File: src/hdl/mkd_pkg.sv
// package for the matrix keypad debounce block: codes, widths and result type
`default_nettype none

package mkd_pkg;

   localparam int unsigned SNAPSHOT_BITS = 16;
   localparam int unsigned CODE_BITS     = 5;
   localparam int unsigned STAMP_BITS    = 32;
   localparam int unsigned INTERVAL_BITS = 8;
   localparam int unsigned DEBOUNCE_BITS = 10;
   localparam int unsigned CSR_DATA_BITS = 10;
   localparam int unsigned CSR_INDEX_BITS = 1;

   localparam logic [1:0] CMD_SCAN    = 2'd0;
   localparam logic [1:0] CMD_RELEASE = 2'd1;
   localparam logic [1:0] CMD_CLEAR   = 2'd2;

   localparam logic [CSR_INDEX_BITS-1:0] CSR_SCAN_INTERVAL = 1'd0;
   localparam logic [CSR_INDEX_BITS-1:0] CSR_DEBOUNCE      = 1'd1;

   localparam logic [INTERVAL_BITS-1:0] SCAN_INTERVAL_RESET = 8'd10;
   localparam logic [DEBOUNCE_BITS-1:0] DEBOUNCE_RESET      = 10'd50;

   typedef struct packed {
      logic [CODE_BITS-1:0] debounced_key;
      logic                 key_matches;
      logic                 release_hit;
      logic                 press_flag;
      logic                 release_flag;
   } rsp_type;

endpackage

`default_nettype wire

File: src/hdl/matrix_keypad_debounce.sv
// matrix keypad debounce: scan pacing, priority encode, debounce and event flags
//
// Requests arrive on the req_ channel (valid/stall) and each gives exactly one
// response on the rsp_ channel. A request is taken when req_valid is high and
// req_stall is low. The state update and the response are computed in the
// accepting cycle and registered in the response register (the skid stage if
// the receiver stalls); a request can be taken every cycle req_stall is low.
// The response register is backed by a one-entry skid stage: while the receiver
// stalls, one more request is still accepted into the skid stage, after which
// req_stall goes high until the response register drains. req_stall is a
// register output and does not depend on req_valid.
// The csr_ port writes scan_interval_ms (index 0) and debounce_ms (index 1)
// whenever csr_write is high; write it only while no request is in flight.
// Synchronous reset clears the timestamps, key codes and flags, empties both
// output stages and restores the interval to 10 ms and the debounce to 50 ms.
`default_nettype none

module matrix_keypad_debounce #(
   parameter int unsigned ROW_COUNT    = 4,
   parameter int unsigned COLUMN_COUNT = 4
) (
   input  wire                                   clock,
   input  wire                                   reset,
   input  wire                                   req_valid,
   output logic                                  req_stall,
   input  wire  [1:0]                            req_command,
   input  wire  [mkd_pkg::STAMP_BITS-1:0]        req_now_ms,
   input  wire  [mkd_pkg::SNAPSHOT_BITS-1:0]     req_key_levels,
   input  wire  [mkd_pkg::CODE_BITS-1:0]         req_key_code,
   output logic                                  rsp_valid,
   input  wire                                   rsp_stall,
   output logic [mkd_pkg::CODE_BITS-1:0]         rsp_debounced_key,
   output logic                                  rsp_key_matches,
   output logic                                  rsp_release_hit,
   output logic                                  rsp_press_flag,
   output logic                                  rsp_release_flag,
   input  wire                                   csr_write,
   input  wire  [mkd_pkg::CSR_INDEX_BITS-1:0]    csr_index,
   input  wire  [mkd_pkg::CSR_DATA_BITS-1:0]     csr_wdata
);
   import mkd_pkg::*;

   localparam int unsigned KeyCount = ROW_COUNT * COLUMN_COUNT;
   localparam int unsigned ScanKeys = (KeyCount < SNAPSHOT_BITS) ? KeyCount : SNAPSHOT_BITS;

   logic [INTERVAL_BITS-1:0] scan_interval_ff;
   logic [DEBOUNCE_BITS-1:0] debounce_ff;
   logic [STAMP_BITS-1:0]    last_scan_ff, last_scan_in;
   logic [STAMP_BITS-1:0]    last_change_ff, last_change_in;
   logic [CODE_BITS-1:0]     held_key_ff, held_key_in;
   logic [CODE_BITS-1:0]     previous_key_ff, previous_key_in;
   logic                     press_flag_ff, press_flag_in;
   logic                     release_flag_ff, release_flag_in;

   rsp_type                  out_ff, out_in, skid_ff, skid_in, result;
   logic                     out_valid_ff, out_valid_in;
   logic                     skid_valid_ff, skid_valid_in;

   logic                     accept;
   logic                     out_free;
   logic [STAMP_BITS-1:0]    scan_age;
   logic [STAMP_BITS-1:0]    change_age;
   logic                     scan_due;
   logic                     change_due;
   logic [CODE_BITS-1:0]     scan_code;
   logic                     hit;

   assign accept   = req_valid && !skid_valid_ff;
   assign out_free = !out_valid_ff || !rsp_stall;

   // configuration registers
   always_ff @(posedge clock) begin
      if (reset) begin
         scan_interval_ff <= SCAN_INTERVAL_RESET;
         debounce_ff      <= DEBOUNCE_RESET;
      end else if (csr_write) begin
         unique case (csr_index)
            CSR_SCAN_INTERVAL: scan_interval_ff <= csr_wdata[INTERVAL_BITS-1:0];
            CSR_DEBOUNCE:      debounce_ff      <= csr_wdata[DEBOUNCE_BITS-1:0];
            default:           ;
         endcase
      end
   end

   // first pressed key in row-major order
   always_comb begin
      scan_code = '0;
      for (int i = ScanKeys - 1; i >= 0; i--) begin
         if (!req_key_levels[i]) begin
            scan_code = CODE_BITS'(i + 1);
         end
      end
   end

   assign scan_age   = req_now_ms - last_scan_ff;
   assign change_age = req_now_ms - last_change_ff;
   assign scan_due   = scan_age >= STAMP_BITS'(scan_interval_ff);
   assign change_due = change_age >= STAMP_BITS'(debounce_ff);

   always_comb begin
      last_scan_in    = last_scan_ff;
      last_change_in  = last_change_ff;
      held_key_in     = held_key_ff;
      previous_key_in = previous_key_ff;
      press_flag_in   = press_flag_ff;
      release_flag_in = release_flag_ff;
      hit             = 1'b0;
      case (req_command)
         CMD_SCAN: begin
            if (scan_due) begin
               last_scan_in = req_now_ms;
               if (scan_code != held_key_ff && change_due) begin
                  previous_key_in = held_key_ff;
                  held_key_in     = scan_code;
                  last_change_in  = req_now_ms;
                  if (held_key_ff != '0 && scan_code == '0) begin
                     release_flag_in = 1'b1;
                  end else if (held_key_ff == '0 && scan_code != '0) begin
                     press_flag_in = 1'b1;
                  end
               end
            end
         end
         CMD_RELEASE: begin
            if (release_flag_ff && previous_key_ff == req_key_code) begin
               release_flag_in = 1'b0;
               hit             = 1'b1;
            end
         end
         CMD_CLEAR: begin
            press_flag_in   = 1'b0;
            release_flag_in = 1'b0;
         end
         default: ;
      endcase
   end

   always_comb begin
      result.debounced_key = held_key_in;
      result.key_matches   = (held_key_in == req_key_code);
      result.release_hit   = hit;
      result.press_flag    = press_flag_in;
      result.release_flag  = release_flag_in;
   end

   always_ff @(posedge clock) begin
      if (reset) begin
         last_scan_ff    <= '0;
         last_change_ff  <= '0;
         held_key_ff     <= '0;
         previous_key_ff <= '0;
         press_flag_ff   <= 1'b0;
         release_flag_ff <= 1'b0;
      end else if (accept) begin
         last_scan_ff    <= last_scan_in;
         last_change_ff  <= last_change_in;
         held_key_ff     <= held_key_in;
         previous_key_ff <= previous_key_in;
         press_flag_ff   <= press_flag_in;
         release_flag_ff <= release_flag_in;
      end
   end

   // response register with skid stage
   always_comb begin
      out_in        = out_ff;
      out_valid_in  = out_valid_ff;
      skid_in       = skid_ff;
      skid_valid_in = skid_valid_ff;
      if (out_free) begin
         out_valid_in  = skid_valid_ff || accept;
         out_in        = skid_valid_ff ? skid_ff : result;
         skid_valid_in = 1'b0;
      end else if (accept) begin
         skid_in       = result;
         skid_valid_in = 1'b1;
      end
   end

   always_ff @(posedge clock) begin
      if (reset) begin
         out_valid_ff  <= 1'b0;
         skid_valid_ff <= 1'b0;
      end else begin
         out_valid_ff  <= out_valid_in;
         skid_valid_ff <= skid_valid_in;
      end
   end

   always_ff @(posedge clock) begin
      out_ff  <= out_in;
      skid_ff <= skid_in;
   end

   assign req_stall         = skid_valid_ff;
   assign rsp_valid         = out_valid_ff;
   assign rsp_debounced_key = out_ff.debounced_key;
   assign rsp_key_matches   = out_ff.key_matches;
   assign rsp_release_hit   = out_ff.release_hit;
   assign rsp_press_flag    = out_ff.press_flag;
   assign rsp_release_flag  = out_ff.release_flag;

   a_skid_behind_out: assert property (@(posedge clock) disable iff (reset)
      skid_valid_ff |-> out_valid_ff)
      else $error("skid stage holds a response while the output stage is empty");

   a_hit_clears_flag: assert property (@(posedge clock) disable iff (reset)
      out_valid_ff && out_ff.release_hit |-> !out_ff.release_flag)
      else $error("release hit reported with release flag still set");

   a_clear_flags: assert property (@(posedge clock) disable iff (reset)
      accept && req_command == CMD_CLEAR |=> !press_flag_ff && !release_flag_ff)
      else $error("clear request left a flag set");

   a_held_key_range: assert property (@(posedge clock) disable iff (reset)
      held_key_ff <= CODE_BITS'(ScanKeys))
      else $error("held key code out of range");

endmodule

`default_nettype wire
File: config.mk
export PLATFORM = sky130hd
export DESIGN_NAME = matrix_keypad_debounce
export DESIGN_NICKNAME = d
export VERILOG_FILES = /design/src/hdl/mkd_pkg.sv /design/src/hdl/matrix_keypad_debounce.sv
export SDC_FILE = /design/constraint.sdc
export NUM_CORES = 1
export LEC_CHECK = 0
export ABC_CLOCK_PERIOD_IN_PS = 7500
export BUFFER_PORTS_ARGS = -buffer_cell sky130_fd_sc_hd__buf_2
export CORE_ASPECT_RATIO = 1.4
export CORE_UTILIZATION = 50
export DETAILED_ROUTE_END_ITERATION = 10
export PLACE_DENSITY = 0.73
export SYNTH_ARGS = -nofsm -noshare
export SYNTH_HDL_FRONTEND = slang
export SYNTH_SLANG_ARGS = --single-unit
File: constraint.sdc
create_clock -name clock -period 7.5 [get_ports clock]
set_input_delay 1.5 -clock clock [delete_from_list [all_inputs] [get_ports clock]]
set_output_delay 1.5 -clock clock [all_outputs]
set_load 0.05 [all_outputs]
# == Word level (Yosys, flattened, before mapping) ==
# Index checks and enable logic that the tools add are counted.
# word_totals
out_inout_bits,11
memories,0
mem_bits_ro,0
mem_bits_rw,0
reg_bits,114
latch_bits,0
# classes
muxes,32
reduce_logical,21
multipliers,0
addsub,2
shift,0
eq_ne,5
bitwise_logic,2
n_lt_le_gt_ge,2
div,0
# ops
op,count
$mux 5,19
$sub 32x32->32,2
$ge 32x10->1,1
$ge 32x8->1,1
$eq 5x5->1,2
$logic_not 5->1,2
$mux 1,10
$reduce_bool 5->1,2
$mux 9,1
$reduce_and 2->1,3
$logic_and 1x1->1,5
$ne 5x5->1,1
$reduce_and 4->1,1
$logic_not 1->1,3
$pmux 1 s3,1
$reduce_and 3->1,1
$eq 2x1->1 const B,1
$eq 2x2->1 const B,1
$logic_not 2->1,1
$logic_or 1x1->1,2
$not 1->1,2
$pmux 1 s2,1
$reduce_or 2->1,1

# == Depth between registers and ports, before layout ==
# Gate-level depths: netlist (run 1).
# depth
ltp_word,24
ltp_mapped,23
ltp_nobuf,22

# == Least setup slack after synthesis (run 1) ==
# No wires, ideal clock.
# synth_path
kind,input-to-reg
from,input port req_now_ms[0] (netlist name)
to,register out_ff (netlist bit rsp_key_matches) (data pin)
arrival_time_ps,5521
required_ps,7320
cell_stages,21
path_slack_ps,1799
path_cell_list,inv_1 > ha_1 > inv_1 > fa_1 > a21o_1 > a221o_1 > xor2_1 > ha_1 > nand3_1 > nor2_1 > a2111oi_2 > nand4b_1 > nor4b_1 > nand4b_1 > nor4_4 > nand4_1 > o211ai_1 > mux2i_1 > xnor2_1 > o21ai_0 > o41ai_2
# synth_via
elab_chain_cells,8
word_cells_on_any_way,10
cone_classes,2 x add/sub; 2 x order compare; 1 x eq/ne; 4 x mux; 1 x reduce/logical
# synth_rtl
element,line_no,source
"start, declared",matrix_keypad_debounce.sv:27,"input wire [mkd_pkg::STAMP_BITS-1:0] req_now_ms,"
$sub 32x32->32,matrix_keypad_debounce.sv:96,assign change_age = req_now_ms - last_change_ff;
$ge 32x10->1,matrix_keypad_debounce.sv:98,assign change_due = change_age >= STAMP_BITS'(debounce_ff);
$logic_and 1x1->1,matrix_keypad_debounce.sv:112,if (scan_code != held_key_ff && change_due) begin
$mux 5,matrix_keypad_debounce.sv:112,
$mux 5 (*),matrix_keypad_debounce.sv:110,if (scan_due) begin
$mux 5 (*),matrix_keypad_debounce.sv:108,case (req_command)
net held_key_in[4],matrix_keypad_debounce.sv:50,"logic [CODE_BITS-1:0] held_key_ff, held_key_in;"
$eq 5x5->1 (*),matrix_keypad_debounce.sv:140,result.key_matches = (held_key_in == req_key_code);
$mux 9 (*),matrix_keypad_debounce.sv:172,out_in = skid_valid_ff ? skid_ff : result;
"end signal, assigned",matrix_keypad_debounce.sv:191,out_ff <= out_in;
"end, declared",matrix_keypad_debounce.sv:55,"rsp_type out_ff, out_in, skid_ff, skid_in, result;"
# The timed path passes the listed nets; every way through them passes the cells marked *.
# A chain may end at the register's enable or synchronous reset.

# == Final worst setup path (run 1) ==
# Ends and elaborated chain as after synthesis.

==> summary.md, run 1 <==
| Metric | Value |
|---|---|
| ANT nets after route | `0` |
| R2R depth | `20` |
| Routed WL | `between 20,000 and 25,000 um` |
| Post-synth top cells | `140 x nor2_1, 117 x nand2_1, 107 x inv_1` |
| Top post-synthesis cells by area | `dfxtp_1 21%, ha_1 11%, mux2i_1 7.8%` |
| Max_slew headroom | `32.9%` |
| Fin nets | `1,402` |
| Sequential fraction of the synthesis area | `26.3%` |
| Post-DP HPWL | `19,100 um` |
| CP Launch Type | `input port` |
| Leakage dissipation | `approximately 4.3 nW` |
| Initial Util | `51.7%` |
| RSZ-0062 raised after global routing | `no` |
| Status | `finished clean` |
| Routed wire per std cell | `16.3 um` |
| Slew @ Worst Pin | `1010 ps` |
| Number of hold buffers added after CTS | `0` |
| Worst path cell trace | `buf_2 -> inv_1 -> ha_1 -> fa_1 -> nand2b_1 -> a21oi_1 -> nor2_1 -> o21ai_0 -> xor2_1 -> ha_1 -> a221oi_1 -> o311ai_0 -> a2111oi_0 -> o2111ai_1 -> nor4_1 -> nand4_1 -> o211ai_1 -> mux2i_1 -> xnor2_1 -> o21ai_0 -> o41ai_2` |
| Yosys reg bits | `roughly 110` |
| Area leader, netlist | `dfxtp_1` |
| Slowest stage delay, CP | `530 ps` |
| CTS root buf | `clkbuf_16` |
| Setup violations, final | `0` |
| Final Util | `57.7%` |
| Initial DRT Pass Iterations | `5` |
| TritonCTS clock tree | `yes` |
| Rows | `58` |
| Synthesized instance count | `approximately 1,200` |
| Synthesized area per cell | `7.87 sq um` |
| Switching share of total power | `33.2%` |
| Placed insts | `~1,500` |
| Share of cells above drive strength 1 | `about 12%` |
| Synth top area share | `20.5%` |
| WS Path Type | `in2reg` |
| Logic pwr share | `26.6%` |
| Layout Cells excl Fill | `1,502` |
| Vias per cell | `5.82` |
| Drt initial violations | `approximately 520` |
| CP Max Fanout | `4` |
| Antenna fix cells | `0` |
| CTS Sinks | `114` |
| Largest net degree at the start of global routing | `92` |
| Crit Reg-Reg Startpoint | `last_change_ff[2]` |
| WP data required | `7750 ps` |
| Slew Limit Fails | `0` |
| Vias in the first global route | `roughly 8,600` |
| Post-CTS Setup Repair Bufs | `0` |
| Fraction of registers with async set/reset | `0%` |
| Syn Nets | `1,344` |
| R2R setup slack | `2100 ps` |
| Crit-path slowest cell | `mux2i_1` |
| Total congestion overflow | `0` |
| Clock transition at path regs | `60 ps` |
| Final hold violation count | `0` |
| Num CTS Buffers | `17` |
| Count leader, synth | `nor2_1` |
| Fin Setup TNS | `0 ps` |
| Number of max-cap violations | `0` |
| VDD IR-drop max | `0.000106 V` |
| Post-route DRC | `0` |
| Yosys warnings | `0` |
| Fin crit share | `83.8%` |
| Flop pwr share | `33.1%` |
| Arrival time worst endpoint | `6530 ps` |
| H-tree Lvls | `4` |
| PwrDens | `about 190 nW/um^2` |
| Netlist cell types | `84` |
| First-pass GRT wire length | `40,100 um` |
| Skew final | `7.19 ps` |
| Post-CTS sizing | `0` |
| Die Height | `164 um` |
| Horiz. Die Dim | `118 um` |
| Clock power frac | `40.3%` |
| Post-Syn Area | `around 9400 sq um` |
| Initial antenna violation count | `0` |
| Clock tree buffer depth | `2` |
| Endpoint type of the worst setup path | `flop` |
| Area grow syn2layout | `11.6%` |
| Core area | `between 15,000 and 20,000 sq um` |
| Post-synth EDFFs | `18` |
| Vias | `8,740` |
| Crit path to | `rsp_key_matches` |
| Ys flop type | `dfxtp_1` |
| Die area | `19,300 sq um` |
| Crit. path cell count | `21` |
| Worst Hold Class | `reg2reg` |
| Switching power | `664 uW` |
| Port bufs | `81` |
| Origin of the worst setup path | `req_now_ms[0]` |
| Worst R2R End | `rsp_key_matches` |
| CP delay by family, top | `compound AO/OA/AOI/OAI gates` |
| Min Tclk post-route | `6280 ps` |
| Power Internal | `roughly 1.3 mW` |
| Final Wtd Congestion | `about 0.9` |
| Io pins | `82` |
| Maximum clock rate | `0.159 GHz` |
| Worst skew pair latency | `430 ps` |
| Buffer and inverter count on the worst path | `2` |
| GRT Overall Usage | `25.9%` |
## metal layers
metal	part of all wire (%)	GRT usage, %
met1	41	27.9
met2	52	49.0
met3	3.6	3.65
met4	3.4	13.5
met5	0	0
## state kept, by name, summed over array words and instances (netlist names), 5 cells and up
signal / flops
last_change_ff: 32
held_key_ff: 5
scan_interval_ff: 8
previous_key_ff: 5
skid_ff: 9
last_scan_ff: 32
debounce_ff: 10
rsp_debounced_key: 5
## power groups by stage
stage | registers [mW] | clock network, mW | logic (mW)
final | 0.663 | 0.806 | 0.533
after global routing | 0.666 | 0.841 | 0.590
after CTS | 0.663 | 0.820 | 0.528
after detailed placement | 0.676 | 0 | 0.523
after global placement | 0.675 | 0 | 0.516
after floorplan | 0.693 | 0 | 0.373
## through the flow
step / power [mW] / setup WS, ps / area (sq um) / hold WS, ps
global route: 2.10 / 877 / 10500 / 477
CTS: 2.01 / 1170 / 10500 / 461
finish: 2.00 / 1220 / 10500 / 458
global placement: 1.19 / 830 / 9870 / 443
floorplan: 1.07 / 1800 / 9370 / 436
detailed placement: 1.20 / 764 / 9870 / 452
## worst reg2reg max path, delay by kind of cell, from the launching register on
| kind | cells | cell delay, ps |
|---|---|---|
| adders and majority gates | 2 | 610 |
| DFF | 1 | 330 |
| buffers and inverters | 1 | 40 |
| muxes | 1 | 530 |
| xor gates and xnor gates | 2 | 310 |
| AOI/OAI and AO/OA | 9 | 2170 |
| and+or+nand+nor | 5 | 1220 |
## worst min-delay path by stage
| stage | cells after the start | from | end | slack [ps] |
|---|---|---|---|---|
| 2_1_floorplan | 2 | debounce_ff[2] | debounce_ff[2] | 440 |
| 3_3_place_gp | 2 | debounce_ff[7] | debounce_ff[7] | 440 |
| 3_5_place_dp | 2 | scan_interval_ff[5] | scan_interval_ff[5] | 450 |
| 4_1_cts | 2 | scan_interval_ff[5] | scan_interval_ff[5] | 460 |
| 5_1_grt | 2 | scan_interval_ff[5] | scan_interval_ff[5] | 480 |
| 6_report | 2 | debounce_ff[2] | debounce_ff[2] | 460 |
## layout by cell type (no fill, tap or decap), types with 6 or more instances in the layout
master,n
xor2_1,14
and3_1,7
nor2_1,140
nor4_1,9
or3_1,10
a211oi_1,12
clkbuf_16,18
mux2i_1,73
xnor2_1,32
nor2b_1,8
o211ai_1,22
a21boi_0,7
o211a_1,6
o21a_1,8
nand2b_1,13
dfxtp_1,96
nand4_1,17
and2_1,6
o21ai_0,55
buf_2,81
inv_1,107
nand2_1,117
a21o_1,15
a21oi_1,96
o21bai_1,7
a31oi_1,8
nand3_1,22
edfxtp_1,18
nor3_1,31
ha_1,80
mux2_2,12
## cell families after synthesis
kind of cell	synth area share, %
AND/OR/NAND/NOR	21.1
AO/OA/AOI/OAI	21.0
buffers and inverters	6.81
flip-flops	26.3
multiplexers	9.48
adder cells (fa/ha/maj)	11.1
XOR/XNOR	4.30
## final cells by class
type                       count  area, sq um
clock inverter                13          125
clock buffer                  19          464
sequential                   114         2460
tap                          240          300
multi-input combinational    924         6270
fill                        1719         7680
timing repair buffer          84          428
inverter                     108          405
No activity file was read; power rests on OpenSTA's default activity.
==> run 2: changes to the inputs <==
Settings changed: ABC_AREA set to 1, ABC_CLOCK_PERIOD_IN_PS 7500 to 6200, PLACE_DENSITY 0.73 to 0.72.
Clock period 7.5 ns to 6.2 ns, I/O delays scaled along.
==> run 2 against run 1 <==
  * Cell count rose by 38%
  * First-iteration DRC count up 13%
  * Flip-flop and latch count stayed put
  * Via count is 22% higher
  * Largest power group unchanged
  * Highest routed layer unchanged
  * Critical path depth rose by 5
  * Power grew 34%
  * Die area rose by 9.5%
  * Synthesized area is 9.6% higher
  * Largest cell class unchanged
  * Combinational power is 59% higher
  * Clock power rose by 28%
==> summary.md, run 2 <==
| Metric | Value |
|---|---|
| Status | `finished clean` |
| Number of max-cap violations | `0 (unchanged)` |
| Area leader, netlist | `nand2_1` |
| Rows | `61 (+5.2%)` |
| Drt initial violations | `585 (+13%)` |
| Setup violations, final | `0 (unchanged)` |
| Worst skew pair latency | `430 ps (about the same)` |
| Largest net degree at the start of global routing | `87 (-5.4%)` |
| ANT nets after route | `0 (unchanged)` |
| Initial DRT Pass Iterations | `5 (unchanged)` |
| RSZ-0062 raised after global routing | `no` |
| Dpl cell area | `10,900 sq um (+10%)` |
| Yosys reg bits | `114 (unchanged)` |
| Slew @ Worst Pin | `894 ps (-113 ps)` |
| Skew final | `13.2 ps (+6.02 ps)` |
| Fin crit share | `79.4%` |
| Fraction of registers with async set/reset | `0% (unchanged)` |
| Io pins | `82 (unchanged)` |
| CP Max Fanout | `62 (+58)` |
| Area grow syn2layout | `11.8%` |
| Final Cell Area | `11,500 sq um (+9.8%)` |
| Total congestion overflow | `0 (unchanged)` |
| H-tree Lvls | `4 (unchanged)` |
| Clock transition at path regs | `60 ps (about the same)` |
| Top Registers | `last_change_ff: 32 flops, last_scan_ff: 32 flops, debounce_ff: 10 flops` |
| Final hold violation count | `0 (unchanged)` |
| WS Path Type | `in2reg` |
| Initial Util | `51.4% (-0.28 points)` |
| Yosys warnings | `0 (unchanged)` |
| Slew Limit Fails | `0 (unchanged)` |
| Maximum clock rate | `approximately 0.2 GHz` |
| Ys flop type | `dfxtp_1` |
| Post-CTS Setup Repair Bufs | `0 (unchanged)` |
| Post-synth EDFFs | `18 (unchanged)` |
| Design Power | `2.68 mW (+34%)` |
| Most common cell after layout, fill and taps aside | `nand2_1` |
| GRT Overall Usage | `27.6% (+1.6 points)` |
| Min Tclk post-route | `4920 ps` |
| TritonCTS clock tree | `yes` |
| Initial antenna violation count | `0 (unchanged)` |
| Arrival time worst endpoint | `5240 ps (-1290 ps)` |
| Fin Setup TNS | `0 ps (unchanged)` |
| Antenna fix cells | `0 (unchanged)` |
| Post-route DRC | `0 (unchanged)` |
| Layout Cells excl Fill | `2,072 (+38%)` |
| Fin nets | `1,960 (+40%)` |
| Placed insts | `2,040 (+39%)` |
| Post-Syn Area | `10,300 sq um (+9.6%)` |
| Port bufs | `81 (unchanged)` |
| Synthesized instance count | `1,732 (+45%)` |
| Netlist cell types | `47 (-44%)` |
| CTS Sinks | `114 (unchanged)` |
| PwrDens | `234 nW/um^2 (+22%)` |
| Share of cells above drive strength 1 | `9.45% (-2.8 points)` |
| Endpoint type of the worst setup path | `flop` |
| Top post-synthesis cells by area | `nand2_1 20%, dfxtp_1 19%, inv_1 12%` |
| Horiz. Die Dim | `123 um (+4.6%)` |
| Vias in the first global route | `10,000 (+17%)` |
| Post-CTS sizing | `0 (unchanged)` |
| Num CTS Buffers | `17 (unchanged)` |
| Sequential fraction of the synthesis area | `24.0% (-2.3 points)` |
| CP Launch Type | `input port` |
| Post-synth top cells | `541 x nand2_1, 329 x inv_1, 144 x nor2_1` |
| Vias | `10,600 (+22%)` |
| Worst Hold Class | `reg2reg` |
| First-pass GRT wire length | `45,400 um (+13%)` |
| Vias per cell | `5.14 (-12%)` |
| WP data required | `6520 ps (-1230 ps)` |
| Routed wire per std cell | `13.5 um (-17%)` |
| Number of hold buffers added after CTS | `0 (unchanged)` |
| CTS root buf | `clkbuf_16` |
| Max_slew headroom | `40.2% (+7.3 points)` |
| Count leader, synth | `nand2_1` |
| Clock tree buffer depth | `2 (unchanged)` |
| VDD IR-drop max | `0.000196 V (+86%)` |
| Leading cell types in the layout, fill and taps excluded | `541 x nand2_1, 328 x inv_1, 144 x nor2_1` |
| Synth top area share | `19.8% (-0.74 points)` |
| Syn Nets | `1,885 (+40%)` |
| Final Wtd Congestion | `0.913 (-1.4%)` |
| Leakage dissipation | `6.18 nW (+43%)` |
| Die Height | `172 um (+4.6%)` |
| Die area | `21,100 sq um (+9.5%)` |
| Final Util | `57.4% (-0.23 points)` |
| Routed WL | `28,000 um (+14%)` |
| Synthesized area per cell | `5.93 sq um (-25%)` |
| Post-DP HPWL | `22,700 um (+19%)` |
| Core area | `20,000 sq um (+10%)` |
| Fillers | `2,034 (+18%)` |
-- run 2: through the flow --
step	hold WS (ps)	setup slack [ps]
finish	458	1280
global route	478	865
CTS	460	1250
detailed placement	451	817
global placement	444	948
floorplan	433	1740
-- run 2: path summary, 6_finish.rpt --
check                           slack [ps]  cells after the start               from            endpoint
worst min register to register         460                      2  last_change_ff[9]   last_change_ff[9]
worst max register to register        1950                     24  last_change_ff[0]  previous_key_ff[0]
worst max-delay path                  1280                     26      req_now_ms[0]  previous_key_ff[0]
worst min-delay path                   460                      2  last_change_ff[9]   last_change_ff[9]
-- run 2: critical path, cell delays in order --
cell,delay [ps]
buf_2,80
inv_1,90
ha_1,280
fa_1,420
inv_1,120
nand2_1,70
a21oi_1,210
xor2_1,180
ha_1,240
nand2_1,60
nor2_1,40
and2_1,130
nor2_1,70
nand2_1,70
a21boi_0,160
nand2_1,70
nor2_1,120
nand3_1,80
nor2_1,100
nand3_1,120
nor2_4,230
a31oi_2,90
nand2_4,460
inv_2,230
o21ai_0,200
a21oi_1,50
-- run 2: report_power, final --
part           internal, mW  switching, mW  leakage (nW)
logic                 0.287          0.558          4.93
registers             0.797         0.0155         0.974
clock network         0.634          0.393         0.277
total                  1.72          0.966          6.18
-- run 2: layer usage --
| metal | vias up | wire length, um | GRT usage (%) |
|---|---|---|---|
| li1 | 5588 | - | - |
| met1 | 4724 | 11300 | 29.3 |
| met2 | 240 | 14400 | 51.2 |
| met3 | 90 | 1000 | 3.81 |
| met4 | 0 | 1400 | 15.4 |
| met5 | - | 0 | 0 |
-- run 2: cell type report --
class	instances	area [sq um]	area share (%)
Clock inverter	15	180	1.57
Inverter	341	1280	11.1
Clock buffer	17	425	3.70
Timing Repair Buffer	83	420	3.66
Tap cell	252	315	2.75
Sequential cell	114	2460	21.4
Multi-Input combinational cell	1250	6400	55.7
-- run 2: kinds of logic (layout without fill, tap and decap cells) --
logic type | Yosys count | count (layout) | share of synthesized area [%]
buf+inv | 368 | 456 | 13.7
simple gates | 881 | 881 | 36.4
compound gates | 262 | 262 | 13.6
xor+xnor | 25 | 25 | 2.13
fa+ha+maj | 82 | 82 | 10.1
flops | 114 | 114 | 24.0
